File: config.mk
export PLATFORM = sky130hd
export DESIGN_NAME = midi_byte_stream_parser_core
export DESIGN_NICKNAME = d
export VERILOG_FILES = /design/src/rtl/core/mbsp_pkg.sv /design/src/rtl/core/midi_byte_stream_parser_core.sv
export SDC_FILE = /design/constraint.sdc
export NUM_CORES = 1
export LEC_CHECK = 0
export ABC_AREA = 1
export BUFFER_PORTS_ARGS = -buffer_cell sky130_fd_sc_hd__clkbuf_2
export CAP_MARGIN = 20
export CORE_ASPECT_RATIO = 0.8
export CORE_UTILIZATION = 50
export DETAILED_ROUTE_END_ITERATION = 6
export HOLD_SLACK_MARGIN = 0.12
export PLACE_DENSITY = 0.84
export SYNTH_ARGS = -nofsm -noshare
export SYNTH_HDL_FRONTEND = slang
export SYNTH_SLANG_ARGS = --single-unit
File: constraint.sdc
create_clock -name clk -period 5.3 [get_ports clk]
set_input_delay 0.795 -clock clk [delete_from_list [all_inputs] [get_ports clk]]
set_output_delay 0.795 -clock clk [all_outputs]
set_load 0.01 [all_outputs]
File: src/rtl/core/mbsp_pkg.sv
// Package for the MIDI byte stream parser: beat payload types and status codes.
// No dependencies; imported by midi_byte_stream_parser_core.
`timescale 1ns / 1ps

package mbsp_pkg;

    localparam logic [7:0] ST_SYSEX      = 8'hF0;
    localparam logic [7:0] ST_TIME_CODE  = 8'hF1;
    localparam logic [7:0] ST_SONG_POS   = 8'hF2;
    localparam logic [7:0] ST_SONG_SEL   = 8'hF3;
    localparam logic [7:0] ST_EOX        = 8'hF7;
    localparam logic [7:0] ST_REALTIME   = 8'hF8;
    localparam logic [5:0] ST_SINGLE_HI6 = 6'b111101;

    localparam logic [3:0] HI_NOTE_OFF   = 4'h8;
    localparam logic [3:0] HI_NOTE_ON    = 4'h9;
    localparam logic [3:0] HI_POLY_PRESS = 4'hA;
    localparam logic [3:0] HI_CTRL       = 4'hB;
    localparam logic [3:0] HI_PROGRAM    = 4'hC;
    localparam logic [3:0] HI_CHAN_PRESS = 4'hD;
    localparam logic [3:0] HI_PITCH_BEND = 4'hE;

    localparam logic [1:0] LEN_ONE   = 2'd1;
    localparam logic [1:0] LEN_TWO   = 2'd2;
    localparam logic [1:0] LEN_THREE = 2'd3;

    typedef struct packed {
        logic [7:0]  midi_byte;
        logic [12:0] arrival_time;
    } midi_in_t;

    typedef struct packed {
        logic [7:0]  status_byte;
        logic [7:0]  first_data;
        logic [7:0]  second_data;
        logic [1:0]  message_length;
        logic [12:0] message_time;
    } midi_out_t;

endpackage

File: src/rtl/core/midi_byte_stream_parser_core.sv
// MIDI byte stream parser top level: input register, running-status decode, result register.
// Depends on mbsp_pkg for the beat types and status codes.
`timescale 1ns / 1ps

// Takes one received MIDI byte per beat and returns a beat for every completed message.
// Real-time bytes (F8-FF) come out at once with their own arrival time and leave the parser
// state alone. Channel voice messages follow running status; F1/F3 and F2 are assembled,
// F4-F6 come out alone, and F7, SysEx data and orphan data bytes are dropped. A message
// carries the arrival time of its first byte since the last emitted message, where a zero
// time is replaced by the next byte's time. Unused data bytes read as zero. A byte can be
// accepted in every cycle while the result register is free or being taken by out_ready;
// a message beat reaches the output through the input register, the decode and the result
// register.
module midi_byte_stream_parser_core
    import mbsp_pkg::*;
(
    input  logic      clk,
    input  logic      rst_n,
    input  logic      in_valid,
    output logic      in_ready,
    input  midi_in_t  in_data,
    output logic      out_valid,
    input  logic      out_ready,
    output midi_out_t out_data
);

    logic        in_valid_reg;
    midi_in_t    in_item_reg;
    logic        out_valid_reg;
    logic        out_valid_next;
    midi_out_t   out_item_reg;
    logic [12:0] pending_time_reg;
    logic [12:0] pending_time_next;
    logic [7:0]  pend_b0_reg;
    logic [7:0]  pend_b0_next;
    logic [7:0]  pend_b1_reg;
    logic [7:0]  pend_b1_next;
    logic [7:0]  cur_status_reg;
    logic [7:0]  cur_status_next;
    logic        expect_third_reg;
    logic        expect_third_next;

    logic        fire;
    logic        emit;
    midi_out_t   result;
    logic [7:0]  b;
    logic [12:0] t;
    logic [12:0] mt;
    logic [3:0]  hi;

    assign fire     = in_valid_reg && (!out_valid_reg || out_ready);
    assign in_ready = !in_valid_reg || fire;
    assign b        = in_item_reg.midi_byte;
    assign t        = in_item_reg.arrival_time;
    assign mt       = (pending_time_reg == '0) ? t : pending_time_reg;
    assign hi       = cur_status_reg[7:4];

    always_comb
    begin
        emit              = 1'b0;
        result            = '0;
        pending_time_next = mt;
        pend_b0_next      = pend_b0_reg;
        pend_b1_next      = pend_b1_reg;
        cur_status_next   = cur_status_reg;
        expect_third_next = expect_third_reg;

        if (b >= ST_REALTIME)
        begin
            // pass real-time beats through, hold all state
            emit                  = 1'b1;
            result.status_byte    = b;
            result.message_length = LEN_ONE;
            result.message_time   = t;
            pending_time_next     = pending_time_reg;
        end
        else if (b[7])
        begin
            cur_status_next   = b;
            expect_third_next = 1'b0;
            if (b[7:2] == ST_SINGLE_HI6 && b != ST_EOX)
            begin
                emit                  = 1'b1;
                result.status_byte    = b;
                result.message_length = LEN_ONE;
                result.message_time   = mt;
                pending_time_next     = '0;
            end
        end
        else if (expect_third_reg)
        begin
            expect_third_next     = 1'b0;
            emit                  = 1'b1;
            result.status_byte    = pend_b0_reg;
            result.first_data     = pend_b1_reg;
            result.second_data    = b;
            result.message_length = LEN_THREE;
            result.message_time   = mt;
            pending_time_next     = '0;
        end
        else if (cur_status_reg != '0)
        begin
            if ((hi inside {HI_NOTE_OFF, HI_NOTE_ON, HI_POLY_PRESS, HI_CTRL, HI_PITCH_BEND})
                || cur_status_reg == ST_SONG_POS)
            begin
                expect_third_next = 1'b1;
                pend_b0_next      = cur_status_reg;
                pend_b1_next      = b;
                if (cur_status_reg == ST_SONG_POS)
                begin
                    cur_status_next = '0;
                end
            end
            else if ((hi inside {HI_PROGRAM, HI_CHAN_PRESS})
                || cur_status_reg == ST_TIME_CODE || cur_status_reg == ST_SONG_SEL)
            begin
                emit                  = 1'b1;
                result.status_byte    = cur_status_reg;
                result.first_data     = b;
                result.message_length = LEN_TWO;
                result.message_time   = mt;
                pending_time_next     = '0;
                if (cur_status_reg == ST_TIME_CODE || cur_status_reg == ST_SONG_SEL)
                begin
                    cur_status_next = '0;
                end
            end
            else
            begin
                // drop data under SysEx or single-byte status
                cur_status_next = '0;
            end
        end
    end

    assign out_valid_next = (fire && emit) || (out_valid_reg && !out_ready);

    always_ff @(posedge clk or negedge rst_n)
    begin
        if (!rst_n)
        begin
            in_valid_reg     <= 1'b0;
            out_valid_reg    <= 1'b0;
            pending_time_reg <= '0;
            cur_status_reg   <= '0;
            expect_third_reg <= 1'b0;
        end
        else
        begin
            out_valid_reg <= out_valid_next;
            if (in_ready)
            begin
                in_valid_reg <= in_valid;
            end
            if (fire)
            begin
                pending_time_reg <= pending_time_next;
                cur_status_reg   <= cur_status_next;
                expect_third_reg <= expect_third_next;
            end
        end
    end

    always_ff @(posedge clk)
    begin
        if (in_ready && in_valid)
        begin
            in_item_reg <= in_data;
        end
        if (fire)
        begin
            pend_b0_reg <= pend_b0_next;
            pend_b1_reg <= pend_b1_next;
        end
        if (fire && emit)
        begin
            out_item_reg <= result;
        end
    end

    assign out_valid = out_valid_reg;
    assign out_data  = out_item_reg;

endmodule

==> impl_metrics.py, run 1 <==
metrics = {
    "sta": {
        "tightest_slew_ps": 934.1,
        "hold_viol": 0,
        "whs_ps": 431.6,
        "max_freq_mhz": 415.4,
        "slew_viol_final": 0,
        "post-route-period-util_pct": 45.42,
        "setup_viol": 0,
        "rsz0062_at_grt": "false",
        "tns_ps": 0,
        "relSlewSlack_pct": 37.50,
        "fin_skew_ps": 7.707,
        "fin_crit_ps": 2407,
    },
    "layout": {
        "largest_reg_flops": 37,
        "area_delta_synth_final_pct": 12.63,
        "antenna_cells": 0,
        "drive_gt1_share_pct": 21.84,
        "final_nets": 487,
        "n_fill_cell": 651,
    },
    "critical_path": {
        "rrSetupSlack_ps": 2890,
        "r2r_cells": 10,
        "endpoint_kind": "flop",
        "cp_data_arrival_time_ps": 2430,
        "required_ps": 5320,
        "crit_fanout": 28,
        "cp-start-kind": "flop",
        "path_class": "reg -> reg",
        "startpoint": "b[3]",
        "crit_end": "out_data[12]",
        "r2r-start": "b[3]",
        "r2r-end": "out_data[12]",
    },
    "clock_network": {
        "cts-root-buf": "clkbuf_8",
        "postCtsHoldBufs": 0,
        "postCtsSetupRepairBufs": 0,
        "cts_made_buffers": 9,
        "clock_sinks": 97,
        "cts_buffer_depth": 2,
        "cts_resized": 0,
        "clk_latency_ps": 360,
        "cts_tree": "built",
        "htree_levels": 3,
        "clk_pin_slew_ps": 90,
    },
    "grt": {
        "antenna_found_initial": 0,
        "use_met3_pct": 5.308,
        "met1_usage_pct": 30.85,
        "grt.busiest_layer": "met1",
        "grt_pass1_vias": 2756,
        "grtUsageMet2_pct": 29.02,
        "grt_overflow": 0,
        "grt_use_total_pct": 20.38,
        "grt_max_degree": 30,
        "grt_first_pass_wirelength_um": 13670,
    },
    "synth": {
        "ys_seq_area_share_pct": 66.67,
        "synth_flop_cell": "edfxtp_1",
        "syn_area_sq_mm": 0.004189,
        "synth_edf_count": 73,
        "synth-async-reset-ratio_pct": 24.74,
        "synth_xor_area_share_pct": 0,
        "syn-instance-count": 399,
        "synth_top_family_by_area": "simple AND/OR/NAND/NOR gates",
        "synth_compound_area_share_pct": 6.691,
        "synthSimpleGateAreaFrac_pct": 20.37,
        "yosys_warnings": 0,
        "synth.area.mux_share_pct": 0,
        "syn_avg_cell_area_sq_um": 10.50,
        "synth.distinct_cells": 23,
        "ys_seq_elements": 97,
        "synth_adder_area_share_pct": 0,
    },
    "detailed_routing": {
        "drtAntennaViolNets": 0,
        "dr.first_iter.drc_count": 327,
        "vias": 2966,
        "drt-wirelength-per-cell_um": 14.61,
        "drt-vias-per-instance": 5.158,
        "drc_errors": 0,
        "routed_wl_um": 8401,
        "first_pass_iters": 5,
    },
    "floorplan": {
        "die_x_um": 104.3,
        "dieArea_sq_mm": 0.008751,
        "fp.dieH_um": 83.87,
        "row_count": 29,
        "initial_core_util_pct": 52.24,
        "core_sq_mm": 0.008019,
        "ioPinCount": 66,
    },
    "placed_design": {
        "numPortBuffers": 63,
        "gp_congestion": 0.9330,
        "dp_hpwl_um": 5763,
    },
    "job": {
        "maxCapViolations": 0,
    },
    "run_status": {
        "status": "complete, no violations",
    },
    "pwr": {
        "total_power_mw": 2.161,
        "p_per_area_mw_per_mm2": 458.1,
        "ir_drop_uv": 190.1,
        "p_leak_nw": 2.143,
    },
    "min_path": {
        "hp-class": "in -> async",
    },
}
## power by group
part / switching (mW) / internal [mW]
combinational: 0.444 / 0.188
clock: 0.250 / 0.171
sequential: 0.105 / 1.00
## worst min path at each step
stage | startpoint | to | slack, ps | cells after the start
6_report | rst_n | pending_time_reg[4] | 430 | 1
3_3_place_gp | cur_status_reg[3] | pend_b0_reg[3] | 460 | 0
2_1_floorplan | cur_status_reg[3] | pend_b0_reg[3] | 450 | 0
5_1_grt | rst_n | pending_time_reg[8] | 470 | 1
4_1_cts | rst_n | pending_time_reg[4] | 440 | 1
3_5_place_dp | cur_status_reg[3] | pend_b0_reg[3] | 480 | 0
## worst max-delay path, stage by stage (launching register included)
cell and delay (ps):
edfxtp_1 510, inv_1 170, nand2_1 60, nor2_1 130, nand2_2 100, nand2_2 140
inv_1 80, nand2_1 60, nand2_1 70, inv_1 310, buf_4 430
## layout by cell type, fill, tap and decap left out
cell,Yosys,final
nor2_1,24,24
a21oi_1,33,33
and2_1,1,1
inv_2,3,3
a21oi_4,1,1
clkinvlp_4,0,2
clkinv_1,0,1
conb_1,1,2
nand4_1,6,6
nand2_2,3,3
clkbuf_8,0,9
o21ai_2,8,8
inv_1,38,38
a21oi_2,1,1
edfxtp_1,73,73
clkbuf_1,2,1
nand3_1,20,20
nand2_1,138,138
buf_4,7,1
dfrtp_1,24,24
nor2_4,1,1
o21ai_0,4,4
nand2_4,4,4
nor2_2,1,1
nand3_2,2,2
clkbuf_2,0,63
clkinv_4,0,3
## metal layers
metal  vias up  routed length [um]
met3        12                 853
met4         0                 112
met5         -                   0
met2       167                3593
met1      1354                3842
li1       1433                   -
## cells in the mapped netlist (2+ instances only)
master    count  area [sq um]
a21oi_1      33         165.2
edfxtp_1     73          2192
clkbuf_1      2         7.510
nand4_1       6         37.54
nand3_2       2         20.02
o21ai_0       4         20.02
buf_6         4         45.04
inv_1        38         142.6
buf_4         7         52.55
nand2_1     138         518.0
nand2_2       3         18.77
dfrtp_1      24         600.6
nand2_4       4         45.04
o21ai_2       8         70.07
nor2_1       24         90.09
nand3_1      20         100.1
inv_2         3         11.26
## cell type report
| cell class | instances | area [sq um] | area share, % |
|---|---|---|---|
| clock buffer | 10 | 127.6 | 2.705 |
| clock inverter | 6 | 45.04 | 0.9547 |
| inverter | 41 | 153.9 | 3.262 |
| multi-input combinational | 249 | 1141 | 24.18 |
| sequential | 97 | 2793 | 59.19 |
| tap | 108 | 135.1 | 2.864 |
| timing repair buffer | 64 | 322.8 | 6.842 |
## stage by stage
step / cell area (sq um) / worst slack (ps) / cells / util (%)
2_1_floorplan: 4193 / 3070 / 400 / -
3_3_place_gp: 4546 / 2856 / 559 / 56.69
3_5_place_dp: 4546 / 2784 / 559 / 56.69
4_1_cts: 4718 / 2915 / 575 / 58.84
5_1_grt: 4718 / 2749 / 575 / 58.84
6_report: 4718 / 2893 / 575 / 58.84
## cell families after synthesis
group / after synthesis
AND/OR/NAND/NOR: 200
flip-flops: 97
AO/OA/AOI/OAI: 47
buffers and inverters: 54
other: 1
Note: power is estimated with default switching activity, not from simulation.
==> run 2: changes to the inputs <==
- PLACE_DENSITY: 0.84 -> 0.87
- clock period: 5.3 -> 2.2 ns (I/O delays scaled with it)
==> run 2 against run 1 <==
Sequential power grew 140%; largest cell class unchanged; setup slack lost 2700 ps; critical endpoint is now out_data[4]; maximum frequency grew 22%; critical path type unchanged; first-iteration DRC count grew 18%; cell count grew 4.0%; routed wire length grew 4.2%; clock skew grew 6.6 ps; design area grew 5.0%; clock power grew to 2.6 times the previous value; count of clock-buffer cells in the layout shrank 1; utilization grew 2.9 points; via count grew 5.4%.
==> impl_metrics.py, run 2 (synthesized netlist as in run 1, its figures left out) <==
metrics = {
    "critical_path": {
        "path_class": "reg -> reg",
        "cp_data_arrival_time_ps": 2050,
        "worst-path-buf-inv": 4,
        "endpoint_kind": "flop",
        "rrSetupSlack_ps": 230,
        "r2r-start": "b[3]",
        "cpMaxStageDelayCell": "edfxtp_1",
        "r2r_cells": 10,
        "required_ps": 2280,
        "cp-start-kind": "flop",
        "crit_top_cell": "nand2_1",
        "path_cells": "inv_1, nand2_1, nor2_1, nand2_2, nand2_2, inv_1, nand2_1, nand2_1, clkinvlp_4, buf_4",
        "critPathTopFamily": "simple AND/OR/NAND/NOR gates",
        "slowest_delay_ps": 490,
        "crit_fanout": 14,
        "r2r-end": "out_data[4]",
    },
    "sta": {
        "tightest_slew_ps": 649.5,
        "post-route-period-util_pct": 89.46,
        "relSlewSlack_pct": 56.70,
        "whs_ps": 136.0,
        "slew_viol_final": 0,
        "rsz0062_at_grt": "false",
        "fin_crit_ps": 1968,
        "setup_viol": 0,
        "fin_skew_ps": 14.29,
        "tns_ps": 0,
        "max_freq_mhz": 508.1,
        "hold_viol": 0,
    },
    "clock_network": {
        "htree_levels": 3,
        "cts_resized": 0,
        "cts_buffer_depth": 2,
        "clk_latency_ps": 370,
        "clock_sinks": 97,
        "cts_made_buffers": 9,
        "cts-root-buf": "clkbuf_8",
        "cts_tree": "built",
        "postCtsSetupRepairBufs": 0,
        "postCtsHoldBufs": 12,
        "clk_pin_slew_ps": 90,
    },
    "detailed_routing": {
        "dr.first_iter.drc_count": 386,
        "drc_errors": 0,
        "routed_wl_um": 8752,
        "drt-vias-per-instance": 5.227,
        "drtAntennaViolNets": 0,
        "first_pass_iters": 5,
        "drt-wirelength-per-cell_um": 14.64,
        "vias": 3126,
    },
    "job": {
        "maxCapViolations": 0,
    },
    "pwr": {
        "p_per_area_mw_per_mm2": 1091,
        "p_leak_nw": 2.254,
        "power_frac_seq_pct": 49.2,
        "switching_share_pct": 37.20,
        "total_power_mw": 5.407,
        "p_int_mw": 3.396,
        "power.clock.fraction_pct": 20.1,
        "switchingPower_mw": 2.012,
        "ir_drop_uv": 470.8,
        "share_comb_of_total_power_pct": 30.7,
    },
    "floorplan": {
        "initial_core_util_pct": 52.24,
        "row_count": 29,
        "core_sq_mm": 0.008019,
        "die_x_um": 104.3,
        "fp.dieH_um": 83.87,
        "dieArea_sq_mm": 0.008751,
        "ioPinCount": 66,
    },
    "min_path": {
        "holdCritStartpoint": "in_data[18]",
        "hp-class": "in -> reg",
        "min_to": "b[5]",
        "whs_path_depth": 1,
    },
    "placed_design": {
        "dp_hpwl_um": 6150,
        "gp_congestion": 0.9886,
        "numPortBuffers": 63,
    },
    "grt": {
        "grt_max_degree": 30,
        "grt_pass1_vias": 2872,
        "antenna_found_initial": 0,
        "grt_use_total_pct": 21.33,
        "grt_overflow": 0,
        "grt_first_pass_wirelength_um": 14080,
    },
    "layout": {
        "layout_commonest_cell": "nand2_1",
        "area_delta_synth_final_pct": 18.28,
        "largest_reg_flops": 37,
        "final_nets": 510,
        "antenna_cells": 0,
        "final_cell_mix": "138 x nand2_1, 73 x edfxtp_1, 63 x clkbuf_2",
        "drive_gt1_share_pct": 23.27,
    },
    "run_status": {
        "status": "complete, no violations",
    },
}
run 2: worst max path at each step:
stage | start | endpoint | cells past startpoint
3_3_place_gp | b[3] | out_data[7] | 10
6_report | b[3] | out_data[4] | 10
4_1_cts | b[3] | out_data[1] | 10
2_1_floorplan | b[7] | out_data[0] | 8
3_5_place_dp | b[3] | out_data[1] | 10
5_1_grt | b[3] | out_data[8] | 10
run 2: worst reg2reg max path: cells and delay by family, from the launching register on:
family                 cells  cell delay [ps]
and+or+nand+nor            6              600
buffers and inverters      4              580
DFF                        1              490
run 2: through the flow:
step / instances / setup slack, ps / cell area (sq um) / util, %
2_1_floorplan: 400 / 252.1 / 4197 / -
3_3_place_gp: 568 / 371.7 / 4629 / 57.73
3_5_place_dp: 568 / 266.6 / 4629 / 57.73
4_1_cts: 596 / 251.0 / 4935 / 61.54
5_1_grt: 598 / 122.6 / 4955 / 61.79
6_report: 598 / 231.9 / 4955 / 61.79
run 2: power groups by stage:
stage	Combinational, mW	Sequential [mW]	Clock (mW)
floorplan	1.11	2.67	0
global placement	1.55	2.67	0
detailed placement	1.61	2.69	0
CTS	1.63	2.65	1.12
global route	1.83	2.70	1.18
finish	1.66	2.66	1.09
run 2: routing by layer:
metal	part of all wire (%)	global-route usage (%)	vias to the layer above
met5	0	0	-
met4	2.9	10.26	0
met3	11	5.543	27
met2	43	30.82	193
met1	43	30.14	1429
li1	-	-	1477
run 2: cell type report:
class / instances / area [sq um]
well taps: 108 / 135.1
clock buffers: 9 / 123.9
repair buffers: 87 / 543.0
flip-flops and latches: 97 / 2793
fillers: 616 / 3064
multi-input cells: 249 / 1141
inverters: 41 / 157.7
clock inverters: 7 / 61.31
